File: config.mk
export PLATFORM = sky130hd
export DESIGN_NAME = dkth_ram
export DESIGN_NICKNAME = d
export VERILOG_FILES = /design/src/rtl/core/dkth_ram.sv
export SDC_FILE = /design/constraint.sdc
export NUM_CORES = 1
export LEC_CHECK = 0
export BUFFER_PORTS_ARGS = -buffer_cell sky130_fd_sc_hd__buf_2
export CORE_MARGIN = 5
export CORE_UTILIZATION = 35
export CTS_BUF_LIST = sky130_fd_sc_hd__clkbuf_8
export DETAILED_ROUTE_END_ITERATION = 12
export SLEW_MARGIN = 20
export SYNTH_ARGS = -nofsm -noshare
export SYNTH_HDL_FRONTEND = slang
export SYNTH_SLANG_ARGS = --single-unit
File: constraint.sdc
create_clock -name i_clk -period 4.9 [get_ports i_clk]
set_input_delay 0.49 -clock i_clk [delete_from_list [all_inputs] [get_ports i_clk]]
set_output_delay 0.49 -clock i_clk [all_outputs]
set_load 0.01 [all_outputs]
File: src/rtl/core/dkth_ram.sv
module dkth_ram #(
    parameter int WIDTH = 8,
    parameter int DEPTH = 16
) (
    input  logic                     i_clk,
    input  logic                     i_we,
    input  logic [$clog2(DEPTH)-1:0] i_waddr,
    input  logic [WIDTH-1:0]         i_wdata,
    input  logic [$clog2(DEPTH)-1:0] i_raddr,
    output logic [WIDTH-1:0]         o_rdata
);

    logic [WIDTH-1:0] r_mem [DEPTH];
    logic [WIDTH-1:0] r_rdata;

    // One write port and one registered read port.
    always_ff @(posedge i_clk) begin
        if (i_we) begin
            r_mem[i_waddr] <= i_wdata;
        end
        r_rdata <= r_mem[i_raddr];
    end

    assign o_rdata = r_rdata;

endmodule

==> results.txt, run 1 <==
----------------------------------------------------
[Floorplan]
  # rows ... 44
  I/O pins ... 26
  Height of the die ... ~130 um
  Initial Utilization ... around 36%
  X dimension of the die ... about 130 um
  Core area ... 14500 um^2
  Total Die Area ... roughly 17000 um^2

[STA]
  Max-slew headroom ... about a third
  Count of pins over their slew limit ... 0
  Slew @ Worst Pin ... around 990 ps
  FMAX ... 0.538 GHz
  Setup TNS ... 0 ps
  Final Cycle Share ... 37.9%
  Count of final setup violators ... 0
  RSZ-0062 raised after global routing ... false
  Final Hold Vio Count ... 0
  Max Clock Skew ... between 10 and 15 ps
  Final worst path period need ... about 1900 ps

[GRT]
  Initial antenna violation count ... 0
  Via count of the first global-routing pass ... approximately 2400
  Global-route wire length before repair ... approximately 15000 um
  Largest net degree at the start of global routing ... 33
  GR Overflow Total ... 0
  Total track usage ... between 10% and 20%

[Route]
  Avg Vias per Cell ... slightly above 5
  Detailed-route wire length per cell ... 21.1 um
  Remaining DRCs ... 0
  Via total after detailed routing ... between 2000 and 2500
  Count of routing violations after the opening detailed-route iteration ... roughly 190
  Number of nets with antenna violations after routing ... 0
  DRT Pass-1 Iters ... 4
  Wire length after detailed routing ... about 9700 um

[Clock network]
  CTS buffer count ... 17
  Clock Latency Late Sink ... between 400 and 500 ps
  Post-CTS setup buffer count ... 0
  Hold buffers post-CTS ... 0
  Clock transition time at the flip-flop clock pins of the worst setup and hold paths ... approximately 80 ps
  Maximum clock insertion buffer count ... 2
  Number of instances resized during post-cts repair ... 0
  Maximum level of the CTS H-tree ... 4
  CTS sink cnt ... between 100 and 150
  Clock root buffer ... clkbuf_8
  Clock tree from TritonCTS ... yes

[Pwr]
  Sequential share of power ... a little under three fifths
  P per Cell Area ... between 300 and 400 nW/um^2
  Pleak ... between 1.5 and 2 nW
  Relative contribution of the clock network to total power ... between 30% and 40%
  Switching part of the total power ... ~21%
  Worst IR drop on VDD ... 0.244 mV
  Power dissipated by switching net loads ... ~0.47 mW
  Total power consumption of the routed design ... 2.28 mW
  Int Pwr ... around 1.8 mW
  Combinational group share of total power ... 5.1%

[Synth]
  YS warnings ... 0
  Sequential-to-total area share from yosys stat ... between 70% and 80%
  Count of distinct cell types in the synthesized netlist ... 19
  Synthesized area divided by synthesized cell count ... between 20 and 25 um^2
  Number of cells produced by synthesis ... about 230
  Flip-flop and latch count after synthesis ... 136
  Netlist area before placement ... 5150 um^2
  Synthesized netlist net count ... 247

[Worst hold path]
  Worst hold path class ... in2reg
  Cell depth of the worst hold path ... 1

[Critical path]
  Endpoint class of the critical path ... register
  Arr. time, crit path ... between 1500 and 2000 ps
  Setup Crit Path Kind ... in2reg
  Startpoint Class ... input port
  Worst reg-to-reg path cell count ... 3
  Slack of the worst reg-to-reg path ... 3520 ps
  Required arrival time at the worst endpoint ... about 5000 ps
  Biggest fanout along the worst timing path ... 8

[Cells and area]
  Multi-input gate area in the final layout ... between 1000 and 1500 um^2
  Filler cells ... 1272
  Nets ... approximately 280
  Most frequent standard cell in the layout excluding fill and tap cells ... edfxtp_1
  Post-layout utilization of the core ... about 40%
  Diode count ... 0
  Share of post-route cells with drive strength above 1 ... between 20% and 30%
  Highest-count cells in the layout ignoring fill and taps ... edfxtp_1 (128), buf_2 (24), clkbuf_8 (19)
  Combined flip-flop and latch cell area ... between 4000 and 5000 um^2
  Synthesis-to-layout area growth ... 13.1%

[Job]
  Max-cap check violation count ... 0

[Status]
  Status ... finished clean

[Placed design]
  Detailed placement HPWL ... 6140 um
  Global placement routability congestion ... 0.714
  Number of I/O port buffers ... 25

----------------------------------------------------
## per-layer routing
metal | share of wire, % | track usage (%) | vias to the layer above
met5 | 0 | 0 | -
met4 | 0.90 | 4.00 | 0
met1 | 47 | 16.8 | 1211
met3 | 4.8 | 3.90 | 4
met2 | 48 | 16.7 | 62
li1 | - | - | 1042
## area by class of cell
cell class	instances	share of cell area [%]
clock buffer	19	4.49
clock inverter	12	1.96
multi-input combinational	83	18.3
sequential	136	68.8
tap	184	3.96
timing repair buffer	27	2.45
## sequential cells by signal, indices dropped and copies added, names as in the netlist
name and count:
r_mem 128, o_rdata 8
## through the flow
step / instances / hold slack (ps) / instance area, um^2 / worst slack [ps]
4_1_cts: 461 / 424 / 5820 / 2770
6_report: 461 / 448 / 5820 / 3040
5_1_grt: 461 / 417 / 5820 / 3020
2_1_floorplan: 229 / 589 / 5150 / 2920
3_5_place_dp: 430 / 657 / 5440 / 2310
3_3_place_gp: 430 / 650 / 5440 / 2320
## Yosys cell counts, drive strengths merged
cell / n / area (um^2)
edfxtp: 128 / 3840
mux4: 32 / 773
a22oi: 16 / 120
nor2: 13 / 48.8
nand2: 9 / 33.8
dfxtp: 8 / 160
buf: 7 / 56.3
nor3: 4 / 20.0
clkdlybuf4s25: 3 / 30.0
nand2b: 2 / 12.5
nand3b: 2 / 15.0
and2: 1 / 6.26
and2b: 1 / 7.51
nand3: 1 / 5.00
nor2b: 1 / 6.26
or3b: 1 / 8.76
## final timing paths
path | start | end
max | i_waddr[2] | r_mem[3][3]$_DFFE_PP_
min | i_wdata[2] | r_mem[13][2]$_DFFE_PP_
max reg2reg | r_mem[1][5]$_DFFE_PP_ | o_rdata[5]$_DFF_P_
min reg2reg | r_mem[15][5]$_DFFE_PP_ | o_rdata[5]$_DFF_P_
## kinds of logic (layout without fill, tap and decap cells)
logic type | after synthesis | in the layout | synth area share [%]
DFF | 136 | 136 | 77.8
buffers and inverters | 10 | 58 | 1.68
and+or+nand+nor | 35 | 35 | 3.18
AOI/OAI and AO/OA | 16 | 16 | 2.33
muxes | 32 | 32 | 15.0
## critical path, stage by stage
cell	delay, ps
buf_2	110
or3b_2	510
nor2_1	770
## power groups by stage
stage	logic [mW]	registers (mW)	clock network [mW]
5_1_grt	0.126	1.31	0.938
2_1_floorplan	0.0660	1.33	0
6_report	0.116	1.31	0.861
3_5_place_dp	0.118	1.33	0
4_1_cts	0.118	1.31	0.877
3_3_place_gp	0.115	1.33	0
No activity file was read; power rests on OpenSTA's default activity.
==> run 2: changes to the inputs <==
ABC_AREA = 1   (was unset)
clock period = 1.5 ns   (was 4.9 ns; I/O delays follow)
==> run 2 against run 1 <==
Compared with the run above:
- clock power grew to 2.7 times the previous value
- sequential power rose to 3.3 times the previous value
- highest routed layer unchanged
- worst hold slack got worse by 360 ps
- first-iteration DRC count is 55% higher
- clock-buffer cell count shrank 2
- cell count rose by 79%
- synthesized area grew 12%
- clock skew hardly changed
- largest cell class unchanged
- die area rose by 11%
==> results.txt, run 2 <==
----------------------------------------------------
[Pwr]
  P per Cell Area ... 1090 nW/um^2
  Total power consumption of the routed design ... between 7 and 8 mW
  Worst IR drop on VDD ... 0.497 mV
  Pleak ... 2.84 nW

[GRT]
  GR Overflow Total ... 0
  Largest net degree at the start of global routing ... 38
  Total track usage ... 13.7%
  Initial antenna violation count ... 0
  Via count of the first global-routing pass ... ~3900
  Global-route wire length before repair ... 20400 um

[Critical path]
  Worst R2R End ... o_rdata[4]$_DFF_P_
  Worst reg-to-reg path cell count ... 6
  Capturing element of the worst setup path ... o_rdata[2]
  Crit Reg-Reg Startpoint ... r_mem[5][4]$_DFFE_PP_
  Slowest library cell on the worst path ... dfxtp_1
  Count of buffering cells on the critical path with inverters included ... 1
  Endpoint class of the critical path ... output pin
  CP Cell Sequence ... buf_2
  Arr. time, crit path ... 900 ps
  Startpoint Class ... register
  Largest delay share family, worst path ... flip-flops
  Slack of the worst reg-to-reg path ... about 510 ps
  Critical path's largest stage delay ... between 300 and 400 ps
  Biggest fanout along the worst timing path ... 1
  First element of the critical path ... o_rdata[2]$_DFF_P_
  Setup Crit Path Kind ... reg2out
  Required arrival time at the worst endpoint ... 1350 ps
  Depth of the critical timing path with buffers and inverters included ... 1

[Synth]
  Share of the synthesized area in the top cell type ... between 60% and 70%
  Async S/R FF share, synth ... 0%
  Sequential-to-total area share from yosys stat ... approximately 69%
  Netlist area before placement ... just under 6000 um^2
  Count of distinct cell types in the synthesized netlist ... 12
  Library cell occupying the most area in the post-synthesis netlist ... edfxtp_1
  Synthesized area divided by synthesized cell count ... 10.5 um^2
  Flip-flop and latch count after synthesis ... between 100 and 150
  Synthesized netlist net count ... between 500 and 600
  Leading cell types by count after synthesis ... nand2_1 (173), edfxtp_1 (128), inv_1 (100), nand3_1 (97), nor2_1 (17)
  Most instantiated flip-flop cell in the synthesis netlist ... edfxtp_1
  Top post-synthesis cells by area ... edfxtp_1 (67%), nand2_1 (11%), nand3_1 (8.4%), inv_1 (6.5%), dfxtp_1 (2.8%)
  YS warnings ... 0
  Cell with the most instances after synthesis ... nand2_1
  Number of cells produced by synthesis ... about 550
  Number of enable-type register cells in the synthesized netlist ... about 130

[Placed design]
  Number of cells after detailed placement ... ~800
  Number of I/O port buffers ... 25
  Placement-stage worst setup slack ... ~230 ps
  Global placement routability congestion ... 0.813
  Post-place instance area ... 6240 um^2
  Detailed placement HPWL ... around 8000 um

[Status]
  Status ... finished clean

[Floorplan]
  # rows ... between 40 and 50
  Height of the die ... approximately 140 um
  Initial Utilization ... between 30% and 40%
  Core area ... about 16000 um^2
  I/O pins ... 26
  X dimension of the die ... around 140 um
  Total Die Area ... between 15000 and 20000 um^2

[Clock network]
  CTS sink cnt ... roughly 140
  Maximum level of the CTS H-tree ... 4
  Clock transition time at the flip-flop clock pins of the worst setup and hold paths ... ~70 ps
  Maximum clock insertion buffer count ... 2
  Clock tree from TritonCTS ... yes
  Post-CTS setup buffer count ... 0
  Hold buffers post-CTS ... 0
  Number of instances resized during post-cts repair ... 0
  Clock root buffer ... clkbuf_8
  Clock Latency Late Sink ... 430 ps
  CTS buffer count ... 17

[Cells and area]
  Nets ... a little over 600
  Max FFs per register ... roughly 130
  Post-layout utilization of the core ... 39.9%
  Synthesis-to-layout area growth ... 13.2%
  Final std cells w/o fill ... between 800 and 900
  Filler cells ... 1638
  Highest-count cells in the layout ignoring fill and taps ... nand2_1 (173), edfxtp_1 (128), inv_1 (108)
  Share of post-route cells with drive strength above 1 ... between 10 and 15%
  Fin area ... roughly 6500 um^2
  Diode count ... 0
  Most frequent standard cell in the layout excluding fill and tap cells ... nand2_1
  Register with the highest flop count ... r_mem

[STA]
  Count of final setup violators ... 0
  Final hold slack ... 89.4 ps
  Max-slew headroom ... between 70% and 80%
  RSZ-0062 raised after global routing ... false
  Final worst setup slack ... roughly 450 ps
  Max Clock Skew ... 13.1 ps
  Setup TNS ... 0 ps
  FMAX ... roughly 0.95 GHz
  Final Cycle Share ... around 70%
  Count of pins over their slew limit ... 0
  Final worst path period need ... roughly 1100 ps
  Slew @ Worst Pin ... about 380 ps
  Final Hold Vio Count ... 0

[Job]
  Max-cap check violation count ... 0

[Route]
  Via total after detailed routing ... between 3000 and 4000
  Remaining DRCs ... 0
  DRT Pass-1 Iters ... 4
  Wire length after detailed routing ... approximately 13000 um
  Detailed-route wire length per cell ... approximately 15 um
  Number of nets with antenna violations after routing ... 0
  Avg Vias per Cell ... 4.58
  Count of routing violations after the opening detailed-route iteration ... 300

[Worst hold path]
  Worst hold path class ... in2reg

----------------------------------------------------
-- run 2: cell types whose count changed in the layout (fill, tap and decap cells not counted), sizes merged, moves of 2 or more --
cell	previous run	this run
mux4	32	0
clkbuf	19	17
nor2	13	17
nand3	1	97
buf	27	50
a22oi	16	0
nand2	9	173
inv	5	110
nand2b	2	0
bufinv	2	0
nor3	4	0
-- run 2: metal layers --
metal	vias up	global-route usage (%)	share of wire, %
li1	1860	-	-
met4	0	6.45	2.8
met5	-	0	0
met2	101	22.4	49
met3	26	3.04	4.0
met1	1798	17.3	44
-- run 2: final cells by class --
type	instances	area (um^2)	area share [%]
Multi-Input combinational cell	289	1210	18.6
Clock inverter	13	56.3	0.862
Sequential cell	136	4000	61.3
Inverter	102	383	5.86
Clock buffer	17	234	3.58
Tap cell	220	275	4.22
Timing Repair Buffer	50	363	5.56
-- run 2: how the worst min path moves through the flow --
stage | startpoint | slack [ps] | cells past startpoint | endpoint
final | i_raddr[2] | 90 | 4 | o_rdata[1]$_DFF_P_
after global routing | i_raddr[2] | 70 | 4 | o_rdata[1]$_DFF_P_
after CTS | i_raddr[2] | 60 | 4 | o_rdata[1]$_DFF_P_
after detailed placement | i_raddr[2] | 530 | 4 | o_rdata[1]$_DFF_P_
after global placement | i_raddr[2] | 540 | 4 | o_rdata[1]$_DFF_P_
after floorplan | i_wdata[0] | 250 | 0 | r_mem[0][0]$_DFFE_PP_
-- run 2: worst reg2reg max path: cells and delay by family, from the launching register on --
| kind | cells | cell delay (ps) |
|---|---|---|
| buffers and inverters | 1 | 60 |
| and+or+nand+nor | 5 | 450 |
| DFF | 1 | 370 |
-- run 2: cell families (layout without fill, tap and decap cells) --
family,count (synthesis),in the layout,synth area share (%)
flops,136,136,69.4
simple gates,289,289,21.0
buf+inv,126,182,9.52
-- run 2: where the power goes --
group | total (mW) | internal (mW) | switching (mW) | leakage [nW]
clock | 2.31 | 1.06 | 1.26 | 0.178
combinational | 0.522 | 0.169 | 0.353 | 1.44
sequential | 4.27 | 4.24 | 0.0247 | 1.22
total | 7.10 | 5.47 | 1.63 | 2.84
